**config.mk**
```make
export PLATFORM = sky130hd
export DESIGN_NAME = counting_semaphore_engine
export DESIGN_NICKNAME = d
export VERILOG_FILES = /design/src/csem_pkg.sv /design/src/csem_store.sv /design/src/csem_exec.sv /design/src/counting_semaphore_engine.sv
export SDC_FILE = /design/constraint.sdc
export NUM_CORES = 2
export LEC_CHECK = 0
export BUFFER_PORTS_ARGS = -buffer_cell sky130_fd_sc_hd__buf_2
export CAP_MARGIN = 20
export CELL_PAD_IN_SITES_DETAIL_PLACEMENT = 0
export CELL_PAD_IN_SITES_GLOBAL_PLACEMENT = 1
export CORE_MARGIN = 2
export CORE_UTILIZATION = 31
export CTS_CLUSTER_SIZE = 28
export DETAILED_ROUTE_END_ITERATION = 6
export GPL_ROUTABILITY_DRIVEN = 0
export HOLD_SLACK_MARGIN = 0.05
export PLACE_DENSITY_LB_ADDON = 0.1
export SLEW_MARGIN = 5
export SYNTH_ARGS = -nofsm -noshare
export SYNTH_HDL_FRONTEND = slang
export SYNTH_SLANG_ARGS = --single-unit
```
**constraint.sdc**
```tcl
create_clock -name i_clk -period 4.8 [get_ports i_clk]
set_clock_uncertainty 0.05 [all_clocks]
set_input_delay 0.96 -clock i_clk [delete_from_list [all_inputs] [get_ports i_clk]]
set_output_delay 0.96 -clock i_clk [all_outputs]
set_load 0.01 [all_outputs]
```
**src/csem_pkg.sv**
```systemverilog
`timescale 1ns / 1ps

package csem_pkg;

    localparam int SEM_W      = 4;
    localparam int NUM_SEMS   = 1 << SEM_W;
    localparam int WAIT_W     = 4;
    localparam int WAIT_DEPTH = 1 << WAIT_W;
    localparam int PID_W      = 5;
    localparam int CNT_W      = 8;
    localparam int FUNC_W     = 2;
    localparam int QADDR_W    = SEM_W + WAIT_W;
    localparam int QDEPTH     = 1 << QADDR_W;

    localparam logic [CNT_W-1:0] CNT_MAX = {CNT_W{1'b1}};

    typedef enum logic [FUNC_W-1:0] {
        OP_ALLOC = 2'd0,
        OP_WAIT  = 2'd1,
        OP_POST  = 2'd2
    } t_op;

    typedef enum logic [1:0] {
        ST_OK       = 2'd0,
        ST_NOFREE   = 2'd1,
        ST_BLOCKED  = 2'd2,
        ST_OVERFLOW = 2'd3
    } t_status;

    typedef struct packed {
        logic [FUNC_W-1:0] func;
        logic [SEM_W-1:0]  sid;
        logic [PID_W-1:0]  pid;
        logic [CNT_W-1:0]  init;
    } t_req;

    // Per-semaphore state: count, queue read position, queue occupancy.
    typedef struct packed {
        logic [CNT_W-1:0]  cnt;
        logic [WAIT_W-1:0] head;
        logic [WAIT_W:0]   len;
    } t_sem_entry;

    typedef struct packed {
        logic             en;
        logic [SEM_W-1:0] sid;
        t_sem_entry       ent;
    } t_sem_upd;

    typedef struct packed {
        logic               en;
        logic [QADDR_W-1:0] addr;
        logic [PID_W-1:0]   pid;
    } t_q_wr;

    typedef struct packed {
        t_sem_upd sem;
        t_q_wr    wr;
    } t_exec_upd;

    typedef struct packed {
        t_status          status;
        logic [SEM_W-1:0] alloc_id;
        logic             wvalid;
        logic [PID_W-1:0] wpid;
    } t_result;

endpackage

```
**src/csem_store.sv**
```systemverilog
`timescale 1ns / 1ps

module csem_store (
    input  logic                          i_clk,
    input  logic                          i_rst_n,
    input  logic                          i_rd_en,
    input  logic [csem_pkg::SEM_W-1:0]    i_rd_sid,
    input  csem_pkg::t_exec_upd           i_upd,
    output csem_pkg::t_sem_entry          o_ent,
    output logic [csem_pkg::PID_W-1:0]    o_wpid
);

    logic [csem_pkg::CNT_W-1:0]  r_cnt  [csem_pkg::NUM_SEMS];
    logic [csem_pkg::WAIT_W-1:0] r_head [csem_pkg::NUM_SEMS];
    logic [csem_pkg::WAIT_W:0]   r_len  [csem_pkg::NUM_SEMS];

    // Wait queues of all semaphores, one row of WAIT_DEPTH slots per semaphore.
    logic [csem_pkg::PID_W-1:0]  r_mem  [csem_pkg::QDEPTH];

    csem_pkg::t_sem_entry        r_ent;
    logic [csem_pkg::PID_W-1:0]  r_rd_pid;
    logic                        r_byp;
    logic [csem_pkg::PID_W-1:0]  r_byp_pid;

    csem_pkg::t_sem_entry        fwd;
    logic [csem_pkg::QADDR_W-1:0] rd_addr;
    logic                        hit;
    logic                        byp;

    // The update being committed in this cycle is forwarded so the lookup
    // always sees the state as it stands after the previous request.
    always_comb begin
        hit = i_upd.sem.en && (i_upd.sem.sid == i_rd_sid);
        if (hit) begin
            fwd = i_upd.sem.ent;
        end else begin
            fwd.cnt  = r_cnt[i_rd_sid];
            fwd.head = r_head[i_rd_sid];
            fwd.len  = r_len[i_rd_sid];
        end
        rd_addr = {i_rd_sid, fwd.head};
        byp     = i_upd.wr.en && (i_upd.wr.addr == rd_addr);
    end

    always_ff @(posedge i_clk) begin
        if (!i_rst_n) begin
            for (int i = 0; i < csem_pkg::NUM_SEMS; i++) begin
                r_cnt[i]  <= '0;
                r_head[i] <= '0;
                r_len[i]  <= '0;
            end
        end else if (i_upd.sem.en) begin
            r_cnt[i_upd.sem.sid]  <= i_upd.sem.ent.cnt;
            r_head[i_upd.sem.sid] <= i_upd.sem.ent.head;
            r_len[i_upd.sem.sid]  <= i_upd.sem.ent.len;
        end
    end

    always_ff @(posedge i_clk) begin
        if (i_upd.wr.en) begin
            r_mem[i_upd.wr.addr] <= i_upd.wr.pid;
        end
        if (i_rd_en) begin
            r_ent     <= fwd;
            r_rd_pid  <= r_mem[rd_addr];
            r_byp     <= byp;
            r_byp_pid <= i_upd.wr.pid;
        end
    end

    assign o_ent  = r_ent;
    assign o_wpid = r_byp ? r_byp_pid : r_rd_pid;

endmodule

```
**src/csem_exec.sv**
```systemverilog
`timescale 1ns / 1ps

module csem_exec (
    input  logic                          i_clk,
    input  logic                          i_rst_n,
    input  logic                          i_fire,
    input  csem_pkg::t_req                i_req,
    input  csem_pkg::t_sem_entry          i_ent,
    input  logic [csem_pkg::PID_W-1:0]    i_wpid,
    output csem_pkg::t_result             o_res,
    output csem_pkg::t_exec_upd           o_upd
);

    // Ids are handed out in order and never returned, so the free pool
    // reduces to a count of the ids granted so far.
    logic [csem_pkg::SEM_W:0] r_used;
    logic [csem_pkg::SEM_W:0] n_used;

    csem_pkg::t_result        res;
    csem_pkg::t_exec_upd      upd;
    logic                     used_inc;

    always_comb begin
        res          = '0;
        res.status   = csem_pkg::ST_OK;
        upd          = '0;
        upd.sem.sid  = i_req.sid;
        upd.sem.ent  = i_ent;
        upd.wr.pid   = i_req.pid;
        upd.wr.addr  = {i_req.sid, i_ent.head + i_ent.len[csem_pkg::WAIT_W-1:0]};
        used_inc     = 1'b0;

        case (i_req.func)
            csem_pkg::OP_ALLOC: begin
                if (r_used == (csem_pkg::SEM_W+1)'(csem_pkg::NUM_SEMS)) begin
                    res.status = csem_pkg::ST_NOFREE;
                end else begin
                    used_inc         = 1'b1;
                    res.alloc_id     = r_used[csem_pkg::SEM_W-1:0];
                    upd.sem.en       = 1'b1;
                    upd.sem.sid      = r_used[csem_pkg::SEM_W-1:0];
                    upd.sem.ent.cnt  = i_req.init;
                    upd.sem.ent.head = '0;
                    upd.sem.ent.len  = '0;
                end
            end
            csem_pkg::OP_WAIT: begin
                if (i_ent.cnt != '0) begin
                    upd.sem.en      = 1'b1;
                    upd.sem.ent.cnt = i_ent.cnt - 1'b1;
                end else if (i_ent.len >= (csem_pkg::WAIT_W+1)'(csem_pkg::WAIT_DEPTH)) begin
                    res.status = csem_pkg::ST_OVERFLOW;
                end else begin
                    res.status      = csem_pkg::ST_BLOCKED;
                    upd.wr.en       = 1'b1;
                    upd.sem.en      = 1'b1;
                    upd.sem.ent.len = i_ent.len + 1'b1;
                end
            end
            csem_pkg::OP_POST: begin
                if (i_ent.len != '0) begin
                    res.wvalid       = 1'b1;
                    res.wpid         = i_wpid;
                    upd.sem.en       = 1'b1;
                    upd.sem.ent.head = i_ent.head + 1'b1;
                    upd.sem.ent.len  = i_ent.len - 1'b1;
                end else if (i_ent.cnt != csem_pkg::CNT_MAX) begin
                    upd.sem.en      = 1'b1;
                    upd.sem.ent.cnt = i_ent.cnt + 1'b1;
                end
            end
            default: begin
            end
        endcase

        upd.sem.en = upd.sem.en && i_fire;
        upd.wr.en  = upd.wr.en && i_fire;
        n_used     = (i_fire && used_inc) ? r_used + 1'b1 : r_used;
    end

    always_ff @(posedge i_clk) begin
        if (!i_rst_n) begin
            r_used <= '0;
        end else begin
            r_used <= n_used;
        end
    end

    assign o_res = res;
    assign o_upd = upd;

    a_used_bound: assert property (@(posedge i_clk) disable iff (!i_rst_n)
        r_used <= (csem_pkg::SEM_W+1)'(csem_pkg::NUM_SEMS))
        else $error("more semaphores granted than exist");

    a_len_bound: assert property (@(posedge i_clk) disable iff (!i_rst_n)
        upd.sem.en |-> upd.sem.ent.len <= (csem_pkg::WAIT_W+1)'(csem_pkg::WAIT_DEPTH))
        else $error("wait queue occupancy beyond its depth");

    a_qwr_only_block: assert property (@(posedge i_clk) disable iff (!i_rst_n)
        upd.wr.en |-> (res.status == csem_pkg::ST_BLOCKED))
        else $error("queue written by a request that did not block");

endmodule

```
**src/counting_semaphore_engine.sv**
```systemverilog
`timescale 1ns / 1ps

// Counting semaphore engine: a pool of semaphores, each with a FIFO wait queue.
// Request channel: i_in_valid / o_in_stall with i_func, i_sem_id, i_caller_pid
// and i_init_count. A transfer happens at a rising edge where valid is high and
// stall is low. Every request transfer produces exactly one result transfer on
// o_out_valid / i_out_stall carrying o_status, o_alloc_id, o_woken_valid and
// o_woken_pid, in request order.
// The edge that takes a request looks up the addressed semaphore (count, queue
// position, head waiter from the queue memory) into the execute stage, which
// commits the update and loads the result register as it fires. Throughput is
// one request per cycle unless stalled; the lookup forwards the update
// committed in the same cycle, so back-to-back requests to one semaphore work.
// Allocate grants ids 0, 1, 2, ... in order and fails once all are granted.
// Reset (synchronous, active low) empties the pipeline, zeroes every count and
// queue, and makes all ids free again; the queue memory itself is not cleared,
// as only slots written by a blocking wait are ever read.
// When the receiver stalls, the result register holds its transfer, the
// execute stage keeps its request, and o_in_stall rises once both are full.

module counting_semaphore_engine (
    input  logic                          i_clk,
    input  logic                          i_rst_n,
    input  logic                          i_in_valid,
    output logic                          o_in_stall,
    input  logic [csem_pkg::FUNC_W-1:0]   i_func,
    input  logic [csem_pkg::SEM_W-1:0]    i_sem_id,
    input  logic [csem_pkg::PID_W-1:0]    i_caller_pid,
    input  logic [csem_pkg::CNT_W-1:0]    i_init_count,
    output logic                          o_out_valid,
    input  logic                          i_out_stall,
    output logic [1:0]                    o_status,
    output logic [csem_pkg::SEM_W-1:0]    o_alloc_id,
    output logic                          o_woken_valid,
    output logic [csem_pkg::PID_W-1:0]    o_woken_pid
);

    // Execute stage: the request taken in the previous transfer.
    csem_pkg::t_req       r_req;
    logic                 r_req_valid;
    logic                 n_req_valid;

    // Result register.
    csem_pkg::t_result    r_res;
    logic                 r_out_valid;
    logic                 n_out_valid;

    logic                 in_acc;
    logic                 exec_fire;
    csem_pkg::t_sem_entry ent;
    logic [csem_pkg::PID_W-1:0] wpid;
    csem_pkg::t_result    res;
    csem_pkg::t_exec_upd  upd;

    // The execute stage commits whenever the result register is free or is
    // being emptied in this cycle.
    assign exec_fire  = r_req_valid && (!r_out_valid || !i_out_stall);
    assign o_in_stall = r_req_valid && !exec_fire;
    assign in_acc     = i_in_valid && !o_in_stall;

    always_comb begin
        n_req_valid = r_req_valid;
        if (in_acc) begin
            n_req_valid = 1'b1;
        end else if (exec_fire) begin
            n_req_valid = 1'b0;
        end

        n_out_valid = r_out_valid;
        if (exec_fire) begin
            n_out_valid = 1'b1;
        end else if (!i_out_stall) begin
            n_out_valid = 1'b0;
        end
    end

    always_ff @(posedge i_clk) begin
        if (!i_rst_n) begin
            r_req_valid <= 1'b0;
            r_out_valid <= 1'b0;
        end else begin
            r_req_valid <= n_req_valid;
            r_out_valid <= n_out_valid;
        end
    end

    always_ff @(posedge i_clk) begin
        if (in_acc) begin
            r_req.func <= i_func;
            r_req.sid  <= i_sem_id;
            r_req.pid  <= i_caller_pid;
            r_req.init <= i_init_count;
        end
        if (exec_fire) begin
            r_res <= res;
        end
    end

    csem_store u_store (
        .i_clk    (i_clk),
        .i_rst_n  (i_rst_n),
        .i_rd_en  (in_acc),
        .i_rd_sid (i_sem_id),
        .i_upd    (upd),
        .o_ent    (ent),
        .o_wpid   (wpid)
    );

    csem_exec u_exec (
        .i_clk   (i_clk),
        .i_rst_n (i_rst_n),
        .i_fire  (exec_fire),
        .i_req   (r_req),
        .i_ent   (ent),
        .i_wpid  (wpid),
        .o_res   (res),
        .o_upd   (upd)
    );

    assign o_out_valid   = r_out_valid;
    assign o_status      = r_res.status;
    assign o_alloc_id    = r_res.alloc_id;
    assign o_woken_valid = r_res.wvalid;
    assign o_woken_pid   = r_res.wpid;

    a_stall_cause: assert property (@(posedge i_clk) disable iff (!i_rst_n)
        o_in_stall |-> (r_out_valid && i_out_stall))
        else $error("request stall without a held result");

    a_fire_loads: assert property (@(posedge i_clk) disable iff (!i_rst_n)
        exec_fire |=> r_out_valid)
        else $error("committed request produced no result");

endmodule

```
==> run metrics <==
outcome=completed; largest net degree at the start of global routing=around 130; DP HPWL=around 140000 um; Die Span X=between 400 and 500 um; hold_buf cts=0; Final Max Slew Viols=0; residual DRC count=0; synthesis-to-finish area growth=19.5%; die area=between 0.2 and 0.25 sq mm; First DRT Iteration DRCs=3725; max_slew headroom=between 20 and 30%; area leader, netlist=edfxtp_1; critical path launch point type=register; Worst-path clk slew=60 ps; final WL=roughly 220000 um; EDFF count, synth=1611; P_leak=around 27 nW; simple-gate share of the synthesized area=between 15 and 20%; Congestion Overflow GR=0; layout cells sized above 1=16.9%; Placeable Area=0.212 sq mm; post-synth design cell area=between 0.06 and 0.07 sq mm; syn_nets=slightly above 5000; largest family of logic cells by synthesized area=simple AND/OR/NAND/NOR gates; synthesized flop and latch total=approximately 1600; antenna-violating nets left=0; DR pass1 iterations=5; fmax=215 MHz; Clk Latency, worst-skew pair=about 840 ps; Synth Area in XOR/XNOR=less than 1%; Synth Area in Adders=less than 1%; # nets final=around 5400; arrival time of the worst setup path=5280 ps; Root Buffer=clkbuf_16; initial antenna violation count=6; WL/cell=26.7 um; fin crit period=around 4600 ps; final hold violations=0; clk buf depth=3; YS warnings=0; sequential fraction of the synthesis area=about three quarters; Async SR Flop Fraction=0%; Max IR drop VDD=slightly below 400 uV; Vias=~42000; Worst Setup Path Type=register to register; final period utilization=around 97%; global-route usage over all layers=around a fifth; Final Total Pwr=about 0.034 W; Placed Area=approximately 0.073 sq mm; P per Cell Area=about 420 mW/mm^2; CTS tree=yes; data required time at the worst endpoint=about 5400 ps; # clock sinks=approximately 1600; RSZ-0062 raised after global routing=true; # Max-Cap Violations=0; r2r startpoint=u_exec.r_used[0]; first-pass GRT wire length=318000 um; Worst-Margin Slew=1090 ps; Initial Utilization=31.2%; crit-path max FO=13; post-DR vias/cell=around 5.0; Synth area leaders=edfxtp_1 73%, nand2_1 6.8%, nand3_1 4.2%, mux4_2 3.6%, nor2_1 3.2%; post-route cell area=~0.079 sq mm; Cells after Synth=about 5000; compound-gate portion of the synthesized area=about 3.2%; fill cell count=20523; Boundary Pins=37; # port buffers=36; CP Launch Point=u_exec.r_used[0]; multiplexer share of the synthesized area=about 4.4%; Synth cell types=70; Die Span Y=466 um; cts bufs inserted=about 190; htree depth=4; hold path start=i_caller_pid[2]; crit end category=register; number of global-route vias before repair=approximately 42000; Mean Syn Cell Area=about 13 sq um; final setup fails=0; share of the synthesized area in the top cell type=between 70 and 80%; class of the worst hold path=input pin to register; Synth Flop Type=edfxtp_1; Rows=between 150 and 200
[state kept, by name, summed over array words and instances (netlist names)]
name / cells
r_req_valid: 1
o_woken_pid: 5
u_exec.r_used: 5
u_store.r_byp: 1
u_store.r_len: 80
u_store.r_rd_pid: 5
o_woken_valid: 1
u_store.r_byp_pid: 5
r_req: 19
o_out_valid: 1
u_store.r_cnt: 128
u_store.r_mem: 1280
o_status: 2
u_store.r_head: 64
o_alloc_id: 4
u_store.o_ent: 17
[repair_timing]
action | 4_1_cts | 5_1_grt
gates cloned | 1 | 0
resized for setup | 11 | 22
endpoints found under the setup margin | 5 | 5
buffers inserted | 0 | 16
pin swaps | 3 | 7
[per-layer routing]
metal  vias up  GRT usage (%)  share of wire (%)
met5         -              0                  0
li1      19112              -                  -
met3       263           2.78                4.3
met4         0           4.93                2.2
met2       987           33.1                 48
met1     21582           28.6                 46
[where the power goes]
| group | leakage (nW) | internal (W) | switching (W) | total [W] |
|---|---|---|---|---|
| clock network | 2.83 | 0.00780 | 0.00586 | 0.0137 |
| logic | 9.18 | 0.00134 | 0.00283 | 0.00417 |
| registers | 14.9 | 0.0157 | 0.0000833 | 0.0158 |
| total | 26.9 | 0.0248 | 0.00877 | 0.0336 |
[layout make-up]
type	instances	area [sq um]	share of cell area, %
diodes	3	7.51	0.00947
clock buffers	235	4900	6.19
clock inverters	106	872	1.10
inverters	15	90.1	0.114
multi-input cells	3022	16500	20.8
flip-flops and latches	1618	48500	61.2
well taps	2821	3530	4.45
repair buffers	515	4860	6.13
[cell usage after synthesis, types with 5 or more instances]
| cell type | instances |
|---|---|
| clkbuf_1 | 166 |
| nand2b_1 | 10 |
| a31oi_1 | 86 |
| inv_1 | 12 |
| a21oi_1 | 35 |
| buf_4 | 25 |
| a311oi_1 | 16 |
| a211oi_1 | 7 |
| nor3_1 | 14 |
| edfxtp_1 | 1611 |
| o21a_1 | 7 |
| nor2_1 | 572 |
| nor2b_1 | 15 |
| a32oi_1 | 48 |
| and2_1 | 12 |
| buf_6 | 7 |
| nand4b_1 | 8 |
| o21ai_1 | 6 |
| nand3_1 | 557 |
| buf_2 | 108 |
| o21ai_0 | 28 |
| or4_1 | 6 |
| nand4_1 | 81 |
| a32o_1 | 7 |
| ha_1 | 12 |
| xnor2_1 | 14 |
| and3_1 | 25 |
| a22oi_1 | 14 |
| nor4_1 | 5 |
| dfxtp_1 | 7 |
| buf_1 | 29 |
| and4_1 | 5 |
| nand2_1 | 1196 |
| a221oi_1 | 17 |
| mux4_2 | 106 |
| mux2i_1 | 55 |
[layout by cell type, fill, tap and decap left out, drive strengths merged, types with 17 or more instances in the layout]
cell type and n:
nand4 81, and3 25, edfxtp 1611, a32oi 48
clkinv 87, mux2i 55, o21ai 34, clkbuf 235
a21oi 35, buf 514, a221oi 17, a31oi 86
nand2 1196, mux4 106, nor2 574, inv 22
nand3 557
[per-stage QoR]
step	hold WS, ps	utilization (%)	setup slack, ps	setup TNS [ps]	instances
2_1_floorplan	413	-	402	0	4990
3_3_place_gp	439	34.4	-460	-1820	7973
3_5_place_dp	438	34.4	-386	-1620	7974
5_1_grt	218	37.3	-5.47	-5.47	8333
6_report	263	37.3	158	0	8335
4_1_cts	197	37.2	-19.1	-19.1	8316
[logic make-up (layout without fill, tap and decap cells)]
kind of cell | count (synthesis) | after routing
AOI/OAI and AO/OA | 302 | 302
xor gates and xnor gates | 18 | 18
adders and majority gates | 13 | 13
buffers and inverters | 350 | 871
DFF | 1618 | 1618
muxes | 162 | 162
other | 0 | 3
and+or+nand+nor | 2527 | 2527
[critical path, stage by stage, from the launching register on]
cell       delay [ps]
dfxtp_1           330
inv_1              80
ha_2              220
nor4bb_2          170
buf_4             170
o21ai_4           170
a221oi_1          100
buf_4             160
or4_1             520
buf_4             190
o21a_4            290
clkinv_16         120
buf_16            170
buf_4             160
nand2_1            70
a31oi_2           190
nand4_1           250
a22oi_1           260
buf_4             170
nand4b_1          350
nand4_1           220
[worst paths after layout]
kind                            slack (ps)                   to  cells after the start
worst max-delay path                   160  u_store.r_rd_pid[0]                     20
worst min register to register         460          o_out_valid                      2
worst max register to register         160  u_store.r_rd_pid[0]                     20
worst min-delay path                   260            r_req[10]                      1
(Power assumes the default switching activity.)
